==> src/rtl/core/assert_macros.svh <==
// ----------------------------------------------------------------------------
// Assertion macros
// Shared concurrent assertion wrappers, clocked on clk, quiet during reset.
// ----------------------------------------------------------------------------
`ifndef ASSERT_MACROS_SVH
`define ASSERT_MACROS_SVH

// property must hold at every clock edge out of reset
`define ASSERT_CLK(label, prop, msg) \
  label: assert property (@(posedge clk) disable iff (rst) (prop)) else $error(msg);

// condition must never be true at a clock edge out of reset
`define ASSERT_NEVER(label, cond, msg) \
  label: assert property (@(posedge clk) disable iff (rst) !(cond)) else $error(msg);

`endif

==> src/rtl/core/stl_pkg.sv <==
// ----------------------------------------------------------------------------
// stl_pkg
// Types, character constants and helpers for the script token lexer.
// ----------------------------------------------------------------------------
package stl_pkg;

  localparam int POSITION_WIDTH_DEF = 32;
  localparam int LENGTH_WIDTH_DEF   = 16;

  // step queue, depth must be a power of two
  localparam int QUEUE_DEPTH = 4;
  localparam int QPTR_W      = $clog2(QUEUE_DEPTH);
  localparam int QCNT_W      = $clog2(QUEUE_DEPTH + 1);

  // characters
  localparam logic [7:0] CH_NUL   = 8'h00;
  localparam logic [7:0] CH_TAB   = 8'h09;
  localparam logic [7:0] CH_LF    = 8'h0A;
  localparam logic [7:0] CH_VT    = 8'h0B;
  localparam logic [7:0] CH_FF    = 8'h0C;
  localparam logic [7:0] CH_CR    = 8'h0D;
  localparam logic [7:0] CH_SPACE = 8'h20;
  localparam logic [7:0] CH_QUOTE = 8'h22;
  localparam logic [7:0] CH_HASH  = 8'h23;
  localparam logic [7:0] CH_MINUS = 8'h2D;
  localparam logic [7:0] CH_POINT = 8'h2E;
  localparam logic [7:0] CH_0     = 8'h30;
  localparam logic [7:0] CH_1     = 8'h31;
  localparam logic [7:0] CH_9     = 8'h39;
  localparam logic [7:0] CH_LT    = 8'h3C;
  localparam logic [7:0] CH_EQ    = 8'h3D;
  localparam logic [7:0] CH_GT    = 8'h3E;
  localparam logic [7:0] CH_UPA   = 8'h41;
  localparam logic [7:0] CH_UPZ   = 8'h5A;
  localparam logic [7:0] CH_UNDER = 8'h5F;
  localparam logic [7:0] CH_LOA   = 8'h61;
  localparam logic [7:0] CH_LOF   = 8'h66;
  localparam logic [7:0] CH_LOZ   = 8'h7A;

  typedef enum logic [4:0] {
    TK_EOF, TK_NEWLINE, TK_INT, TK_FLOAT, TK_TRUE, TK_FALSE, TK_IDENT, TK_STRING,
    TK_BANG, TK_LPAREN, TK_RPAREN, TK_LBRACK, TK_RBRACK, TK_PLUS, TK_MINUS,
    TK_COMMA, TK_SEMI, TK_COLON, TK_ASSIGN, TK_LBRACE, TK_RBRACE, TK_PIPE,
    TK_LT, TK_LE, TK_GT, TK_GE, TK_COMMENT, TK_INVALID
  } tok_kind_t;

  typedef enum logic [1:0] {
    ERR_NONE, ERR_UNTERMINATED, ERR_BAD_CHAR
  } err_t;

  typedef enum logic [3:0] {
    SC_IDLE, SC_NUMBER, SC_IDENT, SC_STRING, SC_COMMENT, SC_COMMENT_CR,
    SC_COMMENT_LF, SC_HOLD_CR, SC_HOLD_LF, SC_HOLD_LT, SC_HOLD_GT, SC_HOLD_MINUS
  } scan_state_t;

  // channel words
  typedef struct packed {
    logic [7:0] data_byte;
    logic       final_byte;
  } in_word_t;

  typedef struct packed {
    logic [4:0]  token_kind;
    logic [31:0] token_start;
    logic [15:0] token_length;
    logic [1:0]  error_code;
    logic        run_end;
  } out_word_t;

  // one finished token
  typedef struct packed {
    tok_kind_t   kind;
    logic [31:0] start;
    logic [15:0] length;
    err_t        err;
  } tok_t;

  // all tokens caused by one input byte
  typedef struct packed {
    logic has_two;
    tok_t tok0;
    tok_t tok1;
  } step_rec_t;

  typedef struct packed {
    logic      valid;
    step_rec_t rec;
  } push_t;

  typedef struct packed {
    logic              full;
    logic              empty;
    logic [QCNT_W-1:0] count;
  } q_status_t;

  function automatic logic is_digit(input logic [7:0] b);
    return b inside {[CH_0:CH_9]};
  endfunction

  function automatic logic is_alpha(input logic [7:0] b);
    return b inside {[CH_LOA:CH_LOZ], [CH_UPA:CH_UPZ]};
  endfunction

  // single-character symbols; TK_EOF means not a symbol
  function automatic tok_kind_t symbol_kind(input logic [7:0] b);
    tok_kind_t k;
    case (b)
      "!":     k = TK_BANG;
      "(":     k = TK_LPAREN;
      ")":     k = TK_RPAREN;
      "[":     k = TK_LBRACK;
      "]":     k = TK_RBRACK;
      "+":     k = TK_PLUS;
      ",":     k = TK_COMMA;
      ";":     k = TK_SEMI;
      ":":     k = TK_COLON;
      CH_EQ:   k = TK_ASSIGN;
      "{":     k = TK_LBRACE;
      "}":     k = TK_RBRACE;
      "|":     k = TK_PIPE;
      default: k = TK_EOF;
    endcase
    return k;
  endfunction

endpackage

==> src/rtl/core/script_token_lexer.sv <==
// ----------------------------------------------------------------------------
// script_token_lexer
// Streaming tokenizer for script text: one byte in, finished tokens out.
//
//   channel  | dir | word       | handshake
//   ---------+-----+------------+------------------------
//   byte     | in  | in_word_t  | byte_valid / byte_stall
//   token    | out | out_word_t | token_valid / token_stall
//
// One byte is taken every cycle while the step queue is not full; the scanner state updates in that cycle.
// Tokens leave one per cycle while token_stall is low; a byte that closes two
// tokens sends them in turn, and the four-record step queue absorbs such bursts.
// byte_stall is high only while the step queue is full.
// Reset is synchronous and leaves scanner and queue empty.
// ----------------------------------------------------------------------------
`include "assert_macros.svh"

module script_token_lexer import stl_pkg::*; #(
  parameter int POSITION_WIDTH = POSITION_WIDTH_DEF,
  parameter int LENGTH_WIDTH   = LENGTH_WIDTH_DEF
) (
  input  logic      clk,
  input  logic      rst,
  input  logic      byte_valid,
  output logic      byte_stall,
  input  in_word_t  byte_word,
  output logic      token_valid,
  input  logic      token_stall,
  output out_word_t token_word
);

  push_t     push;
  logic      pop;
  step_rec_t head;
  q_status_t q_status;

  stl_front #(
    .POSITION_WIDTH (POSITION_WIDTH),
    .LENGTH_WIDTH   (LENGTH_WIDTH)
  ) u_front (
    .clk        (clk),
    .rst        (rst),
    .byte_valid (byte_valid),
    .byte_word  (byte_word),
    .q_status   (q_status),
    .byte_stall (byte_stall),
    .push       (push)
  );

  stl_fifo u_fifo (
    .clk      (clk),
    .rst      (rst),
    .push     (push),
    .pop      (pop),
    .head     (head),
    .q_status (q_status)
  );

  stl_back u_back (
    .clk         (clk),
    .rst         (rst),
    .head        (head),
    .q_status    (q_status),
    .token_stall (token_stall),
    .token_valid (token_valid),
    .token_word  (token_word),
    .pop         (pop)
  );

  // checks
  `ASSERT_NEVER(a_push_when_full, push.valid && q_status.full, "record pushed into full queue")
  `ASSERT_CLK(a_second_follows, (token_valid && !token_stall && !token_word.run_end) |=> token_valid, "second token of a byte missing")
  `ASSERT_CLK(a_eof_len_zero, (token_valid && token_word.token_kind == TK_EOF) |-> (token_word.token_length == 16'd0), "eof token with nonzero length")
  `ASSERT_CLK(a_bad_char_err, (token_valid && token_word.token_kind == TK_INVALID) |-> (token_word.error_code == ERR_BAD_CHAR), "invalid token without error")

endmodule

==> src/rtl/core/stl_front.sv <==
// ----------------------------------------------------------------------------
// stl_front
// Scanner front end: takes one byte per cycle when the queue is not full,
// updates token state, hands the byte's tokens to the queue as one record.
// ----------------------------------------------------------------------------
module stl_front import stl_pkg::*; #(
  parameter int POSITION_WIDTH = POSITION_WIDTH_DEF,
  parameter int LENGTH_WIDTH   = LENGTH_WIDTH_DEF
) (
  input  logic      clk,
  input  logic      rst,
  input  logic      byte_valid,
  input  in_word_t  byte_word,
  input  q_status_t q_status,
  output logic      byte_stall,
  output push_t     push
);

  typedef struct packed {
    logic      v;
    tok_kind_t kind;
    err_t      err;
  } flush_t;

  scan_state_t               scan_state;
  logic [POSITION_WIDTH-1:0] byte_position;
  logic [POSITION_WIDTH-1:0] start_position;
  logic [LENGTH_WIDTH-1:0]   run_length;
  logic                      saw_point;
  logic [7:0]                held_byte;

  scan_state_t               scan_state_next;
  logic [POSITION_WIDTH-1:0] byte_position_next;
  logic [POSITION_WIDTH-1:0] start_position_next;
  logic [LENGTH_WIDTH-1:0]   run_length_next;
  logic                      saw_point_next;
  logic [7:0]                held_byte_next;

  logic      accept;
  logic      a_v, b_v, c_v;
  tok_t      a_tok, b_tok, c_tok;
  step_rec_t rec;

  function automatic logic [LENGTH_WIDTH-1:0] len_inc(input logic [LENGTH_WIDTH-1:0] v);
    return (v == '1) ? v : v + LENGTH_WIDTH'(1);
  endfunction

  // token left pending by a state when it is cut off
  function automatic flush_t flush_tok(input scan_state_t st,
                                       input logic [LENGTH_WIDTH-1:0] len,
                                       input logic [7:0] held, input logic point);
    flush_t f;
    f = '{v: 1'b1, kind: TK_EOF, err: ERR_NONE};
    case (st)
      SC_NUMBER: begin
        if (point) f.kind = TK_FLOAT;
        else if (len == LENGTH_WIDTH'(1) && held == CH_1) f.kind = TK_TRUE;
        else if (len == LENGTH_WIDTH'(1) && held == CH_0) f.kind = TK_FALSE;
        else f.kind = TK_INT;
      end
      SC_IDENT:  f.kind = TK_IDENT;
      SC_STRING: begin
        f.kind = TK_STRING;
        f.err  = ERR_UNTERMINATED;
      end
      SC_COMMENT, SC_COMMENT_CR, SC_COMMENT_LF: f.kind = TK_COMMENT;
      SC_HOLD_CR, SC_HOLD_LF: f.kind = TK_NEWLINE;
      SC_HOLD_LT:    f.kind = TK_LT;
      SC_HOLD_GT:    f.kind = TK_GT;
      SC_HOLD_MINUS: f.kind = TK_MINUS;
      default:       f.v = 1'b0;
    endcase
    return f;
  endfunction

  assign byte_stall = q_status.full;
  assign accept     = byte_valid && !q_status.full;

  // scanner step: continue token, rescan from idle, flush on final byte
  always_comb begin
    logic [7:0]                b;
    logic [POSITION_WIDTH-1:0] pos;
    logic                      rescan;
    logic                      pair;
    flush_t                    f;
    tok_kind_t                 sk;

    b      = byte_word.data_byte;
    pos    = byte_position;
    rescan = 1'b0;
    pair   = 1'b0;
    f      = '0;
    sk     = symbol_kind(b);
    a_v    = 1'b0;
    b_v    = 1'b0;
    c_v    = 1'b0;
    a_tok  = '0;
    b_tok  = '0;
    c_tok  = '0;

    scan_state_next     = scan_state;
    start_position_next = start_position;
    run_length_next     = run_length;
    saw_point_next      = saw_point;
    held_byte_next      = held_byte;

    // continue the token in progress
    case (scan_state)
      SC_NUMBER: begin
        if (is_digit(b) || b == CH_POINT || b == CH_LOF) begin
          run_length_next = len_inc(run_length);
          if (b == CH_POINT) saw_point_next = 1'b1;
        end else begin
          rescan = 1'b1;
        end
      end
      SC_IDENT: begin
        if (run_length == LENGTH_WIDTH'(1) && held_byte == CH_LOF && is_digit(b)) begin
          scan_state_next = SC_NUMBER;
          run_length_next = LENGTH_WIDTH'(2);
          saw_point_next  = 1'b0;
        end else if (is_alpha(b) || is_digit(b) || b == CH_UNDER) begin
          run_length_next = len_inc(run_length);
        end else begin
          rescan = 1'b1;
        end
      end
      SC_STRING: begin
        if (b == CH_QUOTE) begin
          a_v             = 1'b1;
          a_tok           = '{kind: TK_STRING, start: 32'(start_position),
                              length: 16'(len_inc(run_length)), err: ERR_NONE};
          scan_state_next = SC_IDLE;
        end else if (b == CH_NUL || b == CH_CR || b == CH_LF) begin
          rescan = 1'b1;
        end else begin
          run_length_next = len_inc(run_length);
        end
      end
      SC_COMMENT: begin
        if (b == CH_NUL) begin
          rescan = 1'b1;
        end else begin
          run_length_next = len_inc(run_length);
          if (b == CH_CR) scan_state_next = SC_COMMENT_CR;
          else if (b == CH_LF) scan_state_next = SC_COMMENT_LF;
        end
      end
      SC_COMMENT_CR, SC_COMMENT_LF, SC_HOLD_CR, SC_HOLD_LF: begin
        pair = (b == CH_LF && (scan_state == SC_COMMENT_CR || scan_state == SC_HOLD_CR))
            || (b == CH_CR && (scan_state == SC_COMMENT_LF || scan_state == SC_HOLD_LF));
        if (pair) begin
          f               = flush_tok(scan_state, run_length, held_byte, saw_point);
          a_v             = 1'b1;
          a_tok           = '{kind: f.kind, start: 32'(start_position),
                              length: 16'(len_inc(run_length)), err: f.err};
          run_length_next = len_inc(run_length);
          scan_state_next = SC_IDLE;
        end else begin
          rescan = 1'b1;
        end
      end
      SC_HOLD_LT, SC_HOLD_GT: begin
        if (b == CH_EQ) begin
          a_v             = 1'b1;
          a_tok           = '{kind: (scan_state == SC_HOLD_LT) ? TK_LE : TK_GE,
                              start: 32'(start_position), length: 16'd2, err: ERR_NONE};
          scan_state_next = SC_IDLE;
        end else begin
          rescan = 1'b1;
        end
      end
      SC_HOLD_MINUS: begin
        if (is_digit(b)) begin
          scan_state_next = SC_NUMBER;
          run_length_next = LENGTH_WIDTH'(2);
          saw_point_next  = 1'b0;
        end else begin
          rescan = 1'b1;
        end
      end
      default: rescan = 1'b1;
    endcase

    // cut off the pending token, then scan the byte from idle
    if (rescan) begin
      f = flush_tok(scan_state, run_length, held_byte, saw_point);
      if (scan_state != SC_IDLE) begin
        a_v   = f.v;
        a_tok = '{kind: f.kind, start: 32'(start_position),
                  length: 16'(run_length), err: f.err};
      end
      scan_state_next = SC_IDLE;
      if (b == CH_NUL) begin
        b_v   = 1'b1;
        b_tok = '{kind: TK_EOF, start: 32'(pos), length: 16'd0, err: ERR_NONE};
      end else if (b == CH_SPACE || b == CH_TAB || b == CH_VT || b == CH_FF) begin
        b_v = 1'b0;
      end else if (b == CH_CR || b == CH_LF || is_digit(b) || b == CH_POINT
                   || is_alpha(b) || b == CH_UNDER || b == CH_MINUS || b == CH_QUOTE
                   || b == CH_HASH || b == CH_LT || b == CH_GT) begin
        if (b == CH_CR) scan_state_next = SC_HOLD_CR;
        else if (b == CH_LF) scan_state_next = SC_HOLD_LF;
        else if (is_digit(b) || b == CH_POINT) scan_state_next = SC_NUMBER;
        else if (is_alpha(b) || b == CH_UNDER) scan_state_next = SC_IDENT;
        else if (b == CH_MINUS) scan_state_next = SC_HOLD_MINUS;
        else if (b == CH_QUOTE) scan_state_next = SC_STRING;
        else if (b == CH_HASH) scan_state_next = SC_COMMENT;
        else if (b == CH_LT) scan_state_next = SC_HOLD_LT;
        else scan_state_next = SC_HOLD_GT;
        start_position_next = pos;
        run_length_next     = LENGTH_WIDTH'(1);
        held_byte_next      = b;
        saw_point_next      = (b == CH_POINT);
      end else if (sk != TK_EOF) begin
        b_v   = 1'b1;
        b_tok = '{kind: sk, start: 32'(pos), length: 16'd1, err: ERR_NONE};
      end else begin
        b_v   = 1'b1;
        b_tok = '{kind: TK_INVALID, start: 32'(pos), length: 16'd1, err: ERR_BAD_CHAR};
      end
    end

    // final byte: flush whatever is left and restart the position
    if (byte_word.final_byte) begin
      f               = flush_tok(scan_state_next, run_length_next, held_byte_next,
                                  saw_point_next);
      c_v             = f.v;
      c_tok           = '{kind: f.kind, start: 32'(start_position_next),
                          length: 16'(run_length_next), err: f.err};
      scan_state_next = SC_IDLE;
      byte_position_next = '0;
    end else begin
      byte_position_next = pos + POSITION_WIDTH'(1);
    end

    // pack up to two tokens in order
    rec.has_two = (a_v && (b_v || c_v)) || (b_v && c_v);
    rec.tok0    = a_v ? a_tok : (b_v ? b_tok : c_tok);
    rec.tok1    = (a_v && b_v) ? b_tok : c_tok;
  end

  assign push.valid = accept && (a_v || b_v || c_v);
  assign push.rec   = rec;

  // scanner state
  always_ff @(posedge clk) begin
    if (rst) begin
      scan_state     <= SC_IDLE;
      byte_position  <= '0;
      start_position <= '0;
      run_length     <= '0;
      saw_point      <= 1'b0;
      held_byte      <= '0;
    end else if (accept) begin
      scan_state     <= scan_state_next;
      byte_position  <= byte_position_next;
      start_position <= start_position_next;
      run_length     <= run_length_next;
      saw_point      <= saw_point_next;
      held_byte      <= held_byte_next;
    end
  end

endmodule

==> src/rtl/core/stl_fifo.sv <==
// ----------------------------------------------------------------------------
// stl_fifo
// Short queue of step records between scanner and output stage.
// ----------------------------------------------------------------------------
module stl_fifo import stl_pkg::*; (
  input  logic      clk,
  input  logic      rst,
  input  push_t     push,
  input  logic      pop,
  output step_rec_t head,
  output q_status_t q_status
);

  step_rec_t         entries [QUEUE_DEPTH];
  logic [QPTR_W-1:0] wr_ptr;
  logic [QPTR_W-1:0] rd_ptr;
  logic [QCNT_W-1:0] count;
  logic              do_push;
  logic              do_pop;

  assign do_push = push.valid && (count != QCNT_W'(QUEUE_DEPTH));
  assign do_pop  = pop && (count != '0);

  // storage
  always_ff @(posedge clk) begin
    if (do_push) entries[wr_ptr] <= push.rec;
  end

  // pointers and fill count; pointers wrap since depth is a power of two
  always_ff @(posedge clk) begin
    if (rst) begin
      wr_ptr <= '0;
      rd_ptr <= '0;
      count  <= '0;
    end else begin
      if (do_push) wr_ptr <= wr_ptr + QPTR_W'(1);
      if (do_pop)  rd_ptr <= rd_ptr + QPTR_W'(1);
      if (do_push && !do_pop) count <= count + QCNT_W'(1);
      else if (do_pop && !do_push) count <= count - QCNT_W'(1);
    end
  end

  assign head           = entries[rd_ptr];
  assign q_status.full  = (count == QCNT_W'(QUEUE_DEPTH));
  assign q_status.empty = (count == '0);
  assign q_status.count = count;

endmodule

==> src/rtl/core/stl_back.sv <==
// ----------------------------------------------------------------------------
// stl_back
// Output stage: sends the tokens of the head record one word at a time and
// marks the last one of each byte.
// ----------------------------------------------------------------------------
module stl_back import stl_pkg::*; (
  input  logic      clk,
  input  logic      rst,
  input  step_rec_t head,
  input  q_status_t q_status,
  input  logic      token_stall,
  output logic      token_valid,
  output out_word_t token_word,
  output logic      pop
);

  logic second;   // sending the second token of the head record
  logic last;
  tok_t cur;

  assign cur         = second ? head.tok1 : head.tok0;
  assign last        = second || !head.has_two;
  assign token_valid = !q_status.empty;
  assign pop         = token_valid && !token_stall && last;

  assign token_word.token_kind   = cur.kind;
  assign token_word.token_start  = cur.start;
  assign token_word.token_length = cur.length;
  assign token_word.error_code   = cur.err;
  assign token_word.run_end      = last;

  // word select within the record
  always_ff @(posedge clk) begin
    if (rst) begin
      second <= 1'b0;
    end else if (token_valid && !token_stall) begin
      second <= !last;
    end
  end

endmodule
==> config.mk <==
export PLATFORM = sky130hd
export DESIGN_NAME = script_token_lexer
export DESIGN_NICKNAME = d
export VERILOG_FILES = /design/src/rtl/core/stl_pkg.sv /design/src/rtl/core/script_token_lexer.sv /design/src/rtl/core/stl_front.sv /design/src/rtl/core/stl_fifo.sv /design/src/rtl/core/stl_back.sv
export VERILOG_INCLUDE_DIRS = /design/src /design/src/rtl/core
export SDC_FILE = /design/constraint.sdc
export NUM_CORES = 1
export LEC_CHECK = 0
export ABC_AREA = 0
export BUFFER_PORTS_ARGS = -buffer_cell sky130_fd_sc_hd__buf_2
export CORE_MARGIN = 1
export CORE_UTILIZATION = 55
export DETAILED_ROUTE_END_ITERATION = 6
export PLACE_DENSITY = 0.79
export SYNTH_ARGS = -nofsm -noshare
export SYNTH_HDL_FRONTEND = slang
export SYNTH_HIERARCHICAL = 1
export SYNTH_SLANG_ARGS = --single-unit
export TNS_END_PERCENT = 50
==> constraint.sdc <==
create_clock -name clk -period 6.8 [get_ports clk]
set_input_delay 0.34 -clock clk [delete_from_list [all_inputs] [get_ports clk]]
set_output_delay 0.34 -clock clk [all_outputs]
set_load 0.05 [all_outputs]
# After elaboration in Yosys (flattened, before gate mapping)
# Memories as Yosys holds them, arrays and structs flattened. A register that Yosys moved wholly into a read port is not among the register bits.
# Index checks and enable logic that the tools add are counted.
# word_totals
inputBits,13
latch_bits,0
mem_bits_ro,0
register_bits,101
ramBits,444
mem_count,1
# classes
muxes,112
bitwise_logic,0
magnitude_cmp,6
n_addsub,6
multipliers,0
n_eq_ne,59
n_shift,0
n_reduce_logical,72
n_div,0
# mem_list
memory,words,word_bits,rd,rd_ports_with_merged_regs,write_ports,line,text
u_fifo.entries,4,111,1,1,1,stl_fifo.sv:14,step_rec_t entries [QUEUE_DEPTH];
# ops
op,n
55-bit two-way mux,14
16-bit two-way mux,13
55-bit case mux with 3 select lines,1
32-bit two-way mux,5
8-bit by 6-bit equality test with 1-bit output (second input constant),19
16-bit case mux with 6 select lines,1
4-bit two-way mux,21
5-bit case mux with 8 select lines,2
5-bit case mux with 13 select lines,1
8-bit by 7-bit equality test with 1-bit output (second input constant),8
53-bit two-way mux,1
8-bit by 4-bit equality test with 1-bit output (second input constant),5
5-bit case mux with 7 select lines,1
1-bit two-way mux,33
32-bit by 1-bit adder with 32-bit output (second input constant),1
16-bit by 1-bit equality test with 1-bit output (second input constant),2
4-bit by 3-bit equality test with 1-bit output (second input constant),8
4-bit equality test (second input constant),8
8-bit two-way mux,4
1-bit logical OR,28
4-bit case mux with 6 select lines,1
1-bit logical AND,22
11-bit OR reduction,2
3-bit two-way mux,6
other kinds (27),48

# Longest topological paths before layout
# Gate-level depths: netlist (run 1).
# depth
ltp_word,26
ltp_mapped,22
depth_no_buf,20

# Cells and area by module
# Netlist (run 1), hierarchy kept.
# by_module_without_submodules
mod,area_each_um2,n_inst,cells_each
stl_fifo,16470.8,1,627
stl_front,7941.4,1,1147
stl_back,724.4,1,69

# Worst setup path after synthesis (run 1)
# No wires, ideal clock.
# synth_path
kind,input -> register
startpoint,input port byte_word[8] (netlist name)
endpoint,memory u_fifo/entries[2][0] (netlist name) (enable)
arrival_ps,5761
stages,14
setup_slack_ps,556
path_cell_list,or4_1 > buf_2 > or4_4 > nand3_2 > nand2_1 > or2_1 > buf_2 > a41oi_2 > nand2b_1 > o31ai_1 > a21oi_1 > inv_1 > nor2_1 > and2_1
# synth_lines
element,line,text
from (decl),script_token_lexer.sv:26,"input in_word_t byte_word,"
to (decl),stl_fifo.sv:14,

==> results of run 1 <==
layout make-up:
| cell class | count | area (sq um) | share of cell area |
|---|---|---|---|
| sequential | 547 | 15400 | 0.558 |
| multi-input combinational | 1144 | 9030 | 0.327 |
| clock buffer | 64 | 1440 | 0.0522 |
| tap | 592 | 741 | 0.0268 |
| timing repair buffer | 96 | 623 | 0.0226 |
| clock inverter | 34 | 289 | 0.0105 |
| inverter | 21 | 78.8 | 0.00285 |
final timing paths:
kind         slack (ns)                          startpoint                                end  cells past startpoint
max reg2reg        0.79  u_front/scan_state[1]$_SDFFE_PP0P_    u_fifo/entries[2][22]$_DFFE_PP_                     15
max                0.79  u_front/scan_state[1]$_SDFFE_PP0P_    u_fifo/entries[2][22]$_DFFE_PP_                     15
min                0.15                        byte_word[6]  u_front/held_byte[5]$_SDFFE_PP0P_                      3
min reg2reg        0.46   u_front/held_byte[5]$_SDFFE_PP0P_  u_front/held_byte[5]$_SDFFE_PP0P_                      2
layer usage:
layer  GRT usage  wire [microns]  vias up
li1            -               -     7207
met5           0               0        -
met4       0.117            2380        0
met2       0.447           30700      838
met1       0.364           25200     8287
met3      0.0413            4830      150
stage by stage:
step                      hold WS, ns  instance area, sq um  std cells  setup WS, ns
after CTS                       0.129                 27600       2498         0.970
after floorplan                 0.409                 25100       1843         0.556
final                           0.153                 27600       2498         0.787
after detailed placement        0.449                 25900       2399         0.952
after global routing            0.169                 27600       2498         0.525
after global placement          0.446                 25900       2399          1.12
Yosys cell counts (8+ instances only):
library cell and instances:
a31oi_1 9, clkbuf_1 72, nor4_1 9, nand2b_1 17, and3_1 28, or3_1 9, a22oi_1 9, dfxtp_1 103
o22ai_1 19, mux4_2 111, o211ai_1 10, nand4_1 12, o21a_1 8, inv_1 20, ha_1 11, nor2_1 126
edfxtp_1 444, a21oi_1 114, and2_1 16, a22o_1 71, buf_2 35, nor2b_1 9, o31ai_1 10, nand2_1 186
buf_6 12, nand3_1 43, xnor2_1 10, o21ai_0 53, mux2_2 58, xor2_1 30, nor3_1 22
worst max-delay path, stage by stage (launching register included):
cell and delay (ns):
dfxtp_1 0.85, and3b_1 0.46, o21ai_0 0.26, o32a_1 0.28, o211ai_1 0.23, or2_1 0.53
and2_1 0.54, nor2_1 0.14, o22ai_2 0.11, buf_4 0.24, nor2_1 0.14, a21oi_1 0.24
inv_1 0.11, nor2_1 0.41, and2_4 0.58, buf_4 0.47
report_power, final:
group | internal (uW) | switching, uW
clock network | 1640 | 1260
registers | 3950 | 115
logic | 694 | 1460
cell families (layout without fill, tap and decap cells):
kind of cell	Yosys count	after routing
multiplexers	177	177
XOR/XNOR	40	40
AND/OR/NAND/NOR	529	529
buffers and inverters	152	215
flip-flops	547	547
adder cells (fa/ha/maj)	12	12
AO/OA/AOI/OAI	386	386
placed cells by master, fill, tap and decap left out, types with 20 or more instances in the layout:
cell	synthesis	routed
mux4_2	111	111
inv_1	20	20
nand3_1	43	43
clkbuf_16	0	56
nor2_1	126	124
xor2_1	30	30
and3_1	28	28
nand2_1	186	184
mux2_2	58	58
dfxtp_1	103	100
edfxtp_1	444	444
o21ai_0	53	53
a21oi_1	114	113
buf_2	35	70
a22o_1	71	71
nor3_1	22	22
registers in the layout (all words and copies together), names as in the netlist, named ones only:
register	flops
u_back/second	1
u_fifo/count	3
u_fifo/entries	444
u_fifo/rd_ptr	2
u_fifo/wr_ptr	2
u_front/byte_position	32
u_front/held_byte	8
u_front/run_length	16
u_front/saw_point	1
u_front/scan_state	4
u_front/start_position	32
timing repair:
action,in CTS,in global routing
hold buffers,1,0
setup endpoints to repair,0,0
endpoints found under the hold margin,1,0
==> impl_metrics.yaml, run 1 <==
run_status:
  status: "finished clean"
sta:
  hold_violations: 0
  tightest_slew_ns: 1.13
  finalSetupViolations: 0
  fin_crit_sh: 0.884
  fin_setup_tns_ns: 0
  finalMaxSlewViolations: 0
  fin_crit_ns: 6.01
  rsz0062_at_grt: "false"
  maxSlewHeadroom: 0.241
  finClkSkew_ns: 0.0233
  max_freq_mhz: 166
synthesis:
  synth.distinct_cells: 100
  synth.avg_cell_area_sq_um: 13.6
  synth_cells: 1843
  yosys_most_used_dff: "edfxtp_1"
  synth-compound-area-share: 0.107
  synth_top_family_by_area: "multiplexers"
  yosysWarnings: 6
  muxShareOfSynthArea: 0.129
  ys_seq_elements: 547
  syn_area_sq_um: 25100
  async_flop_share: 0
  synth_top_cell_by_area: "edfxtp_1"
  ys_top_cells_by_area: "edfxtp_1, mux4_2, dfxtp_1"
  synth_xor_area_frac: 0.0139
  synth_fa_ha_area_frac: 0.00627
  seq_area_frac_synth: 0.612
  syn-num-nets: 1868
  yosys.area.top_type_share: 0.530
  yosys.area_share.simple: 0.103
  synth_edf_count: 444
floorplan:
  io_pins: 71
  rows: 77
  start_util: 0.564
  die_area_sq_um: 46600
  die_y_microns: 216
  die_w_microns: 216
  core_sq_um: 44600
grt:
  grt_pass1_wl_microns: 96800
  antenna_found_initial: 0
  grt_max_degree: 74
  grt_pass1_vias: 16400
  track_usage: 0.272
  overflow: 0
final_layout:
  drive_gt1_frac: 0.205
  area_delta_synth_final_pct: 9.85
  insertedDiodeCount: 0
  nFillCells: 3226
  finalCoreUtilization: 0.619
  nNetsFinal: 1888
critical_path:
  critPathKind: "flop to flop"
  crit_arrival_ns: 6.26
  worstPathRequired_ns: 7.05
  worstSetupStartpointType: "flop"
  crit_path_max_fanout: 31
  crit_path_end_kind: "flop"
power:
  p_total_uw: 9110
  p_leak_uw: 0.00916
  p_per_area_nw_per_um2: 330
  ir_drop_mv: 0.206
placement:
  gp_congestion: 0.934
  hpwl_microns: 39200
  io_buffers: 70
clocking:
  cts.sink_count: 547
  clockBufferDepth: 3
  clock_latency_ns: 0.61
  numCtsBuffers: 53
  root_buffer: "clkbuf_16"
  htreeDepth: 2
  post_cts_resized: 0
  cts_tree: "done"
  post_cts_buffers: 0
  cts.clk_slew.worst_paths_ns: 0.07
route:
  drt_wl_total_microns: 63100
  drt-initial-drc-count: 1698
  wl_per_cell_microns: 25.2
  vias: 16500
  routed_via_density: 6.60
  drt_pass1_iterations: 5
  ant_nets: 0
  drc_errors: 0
run:
  drv_cap: 0
hold_path:
  hold_path_class: "input port to flop"
Note: power is estimated with default switching activity, not from simulation.
==> run 2: changes to the inputs <==
--- a/config.mk
+++ b/config.mk
@@ -9,9 +9,10 @@
 export ABC_AREA = 0
 export BUFFER_PORTS_ARGS = -buffer_cell sky130_fd_sc_hd__buf_2
 export CORE_MARGIN = 1
-export CORE_UTILIZATION = 55
+export CORE_UTILIZATION = 60
 export DETAILED_ROUTE_END_ITERATION = 6
-export PLACE_DENSITY = 0.79
+export GPL_TIMING_DRIVEN = 0
+export PLACE_DENSITY = 0.84
 export SYNTH_ARGS = -nofsm -noshare
 export SYNTH_HDL_FRONTEND = slang
 export SYNTH_HIERARCHICAL = 1
==> run 2 against run 1 <==
Effect of this change: the run now ends with design-rule violations left; clock power barely moved; hold slack got worse by 0.081 ns; sequential share of layout area fell by 0.98 points; design area rose by 1.7%; worst setup slack improved by 0.26 ns; non-clock buffer count rose by 113; register-to-register slack improved by 0.26 ns; critical path depth rose by 3; flip-flop and latch count did not move; via count rose by 5.7%; maximum frequency rose by 4.5%; critical path type unchanged; critical endpoint is now u_fifo/entries[0][65]$_DFFE_PP_; highest routed layer unchanged.
==> impl_metrics.yaml, run 2 (synthesis gave the netlist of run 1 again) <==
sta:
  tightest_slew_ns: 1.29
  max_freq_mhz: 174
  finalMaxSlewViolations: 0
  fin_crit_sh: 0.846
  finClkSkew_ns: 0.0245
  rsz0062_at_grt: "false"
  whs_ns: 0.0718
  finalSetupViolations: 0
  fin_crit_ns: 5.75
  maxSlewHeadroom: 0.137
  hold_violations: 0
final_layout:
  final_cells: 2550
  design_area_sq_um: 28100
  finalCoreUtilization: 0.683
  drive_gt1_frac: 0.202
  nFillCells: 2705
  insertedDiodeCount: 0
  final_common_cell: "edfxtp_1"
  final_cell_mix: "edfxtp_1, nand2_1, nor2_1, a21oi_1, mux4_2"
  area_delta_synth_final_pct: 11.7
  nNetsFinal: 2000
  largest_reg_flops: 444
  top_register: "u_fifo/entries"
  top_regs: "u_fifo/entries: 444 flops, u_front/byte_position: 32 flops, u_front/start_position: 32 flops"
run:
  drv_cap: 0
placement:
  dp.cells: 2452
  dpl_cell_area_sq_um: 26400
  io_buffers: 69
  gp_congestion: 0.950
  hpwl_microns: 45000
clocking:
  ctsHoldBuffers: 1
  cts.clk_slew.worst_paths_ns: 0.07
  numCtsBuffers: 52
  post_cts_resized: 0
  clock_latency_ns: 0.59
  cts_tree: "done"
  post_cts_buffers: 0
  cts.sink_count: 547
  clockBufferDepth: 3
  root_buffer: "clkbuf_16"
  htreeDepth: 2
power:
  p_sw_uw: 2840
  p_leak_uw: 0.00943
  p_comb_frac: 0.246
  p_clk_frac: 0.315
  internal_power_uw: 6350
  p_per_area_nw_per_um2: 327
  swShare: 0.309
  p_seq_frac: 0.440
  ir_drop_mv: 0.244
grt:
  antenna_found_initial: 0
  grt_pass1_wl_microns: 102000
  grt_max_degree: 54
  overflow: 0
  track_usage: 0.320
  grt_pass1_vias: 17100
critical_path:
  crit_slowest_cell: "clkbuf_1"
  path_cells: "inv_1 -> ha_1 -> and3b_1 -> clkbuf_1 -> o21ai_0 -> o32a_1 -> o211ai_1 -> or2_1 -> buf_2 -> and3_1 -> clkbuf_1 -> nor2_1 -> a21oi_1 -> inv_1 -> nor2_1 -> and2_4 -> buf_16 -> buf_16"
  crit_path_max_fanout: 53
  crit_path_end_kind: "flop"
  worstPathRequired_ns: 7.03
  cp_slowest_stage_delay_ns: 0.47
  critPathKind: "flop to flop"
  cp_top_family: "buffers and inverters"
  worstSetupStartpointType: "flop"
  crit_buf_inv: 7
  crit_arrival_ns: 5.98
route:
  drc_errors: 3
  vias: 17400
  ant_nets: 0
  routed_via_density: 6.83
  drt_wl_total_microns: 67500
  drt-initial-drc-count: 2077
  wl_per_cell_microns: 26.5
  drt_pass1_iterations: 7
hold_path:
  hold_path_class: "input port to flop"
floorplan:
  start_util: 0.611
  core_sq_um: 41100
  die_y_microns: 207
  rows: 74
  die_w_microns: 207
  io_pins: 71
  die_area_sq_um: 42700
run_status:
  failed_checks: "design-rule violations"
  status: "complete, but fails checks"
-- run 2: final cells by class --
type                            count  area (sq um)  area share
Sequential cell                   547         15400       0.548
Multi-Input combinational cell   1144          9020       0.321
Clock buffer                       64          1360      0.0483
Tap cell                          532           666      0.0237
Buffer                            131           652      0.0232
Timing Repair Buffer               78           576      0.0205
Clock inverter                     33           347      0.0123
Inverter                           21          78.8     0.00281
-- run 2: metal layers --
| layer | vias to the layer above | GRT usage | share of wire |
|---|---|---|---|
| li1 | 7433 | - | - |
| met1 | 8682 | 0.438 | 0.39 |
| met2 | 1094 | 0.521 | 0.48 |
| met3 | 206 | 0.0443 | 0.088 |
| met4 | 0 | 0.129 | 0.039 |
| met5 | - | 0 | 0 |
-- run 2: final timing paths --
| kind | slack [ns] | endpoint | startpoint | cells past startpoint |
|---|---|---|---|---|
| max | 1.05 | u_fifo/entries[0][65]$_DFFE_PP_ | u_front/scan_state[2]$_SDFFE_PP0P_ | 18 |
| min reg2reg | 0.46 | u_front/held_byte[5]$_SDFFE_PP0P_ | u_front/held_byte[5]$_SDFFE_PP0P_ | 2 |
| min | 0.07 | u_back/second$_SDFFE_PP0P_ | token_stall | 3 |
| max reg2reg | 1.05 | u_fifo/entries[0][65]$_DFFE_PP_ | u_front/scan_state[2]$_SDFFE_PP0P_ | 18 |
-- run 2: tightest hold or removal path, cell delays in order --
cell and delay (ns):
buf_2 0.09, or4b_1 0.11, a21oi_1 0.07
-- run 2: through the flow --
step                worst slack (ns)  total power, uW  setup TNS, ns
global placement               -2.31             6260        -320.32
CTS                             1.20             9210              0
detailed placement              1.14             6340              0
floorplan                      0.556             5720              0
global route                   0.812             9480              0
finish                          1.05             9190              0
-- run 2: power by group through the flow --
stage                     sequential [uW]  clock [uW]  combinational, uW
after floorplan                      4080           0               1640
after global placement               4110           0               2140
after detailed placement             4110           0               2230
after CTS                            4040        2920               2250
after global routing                 4060        3050               2370
final                                4040        2890               2260
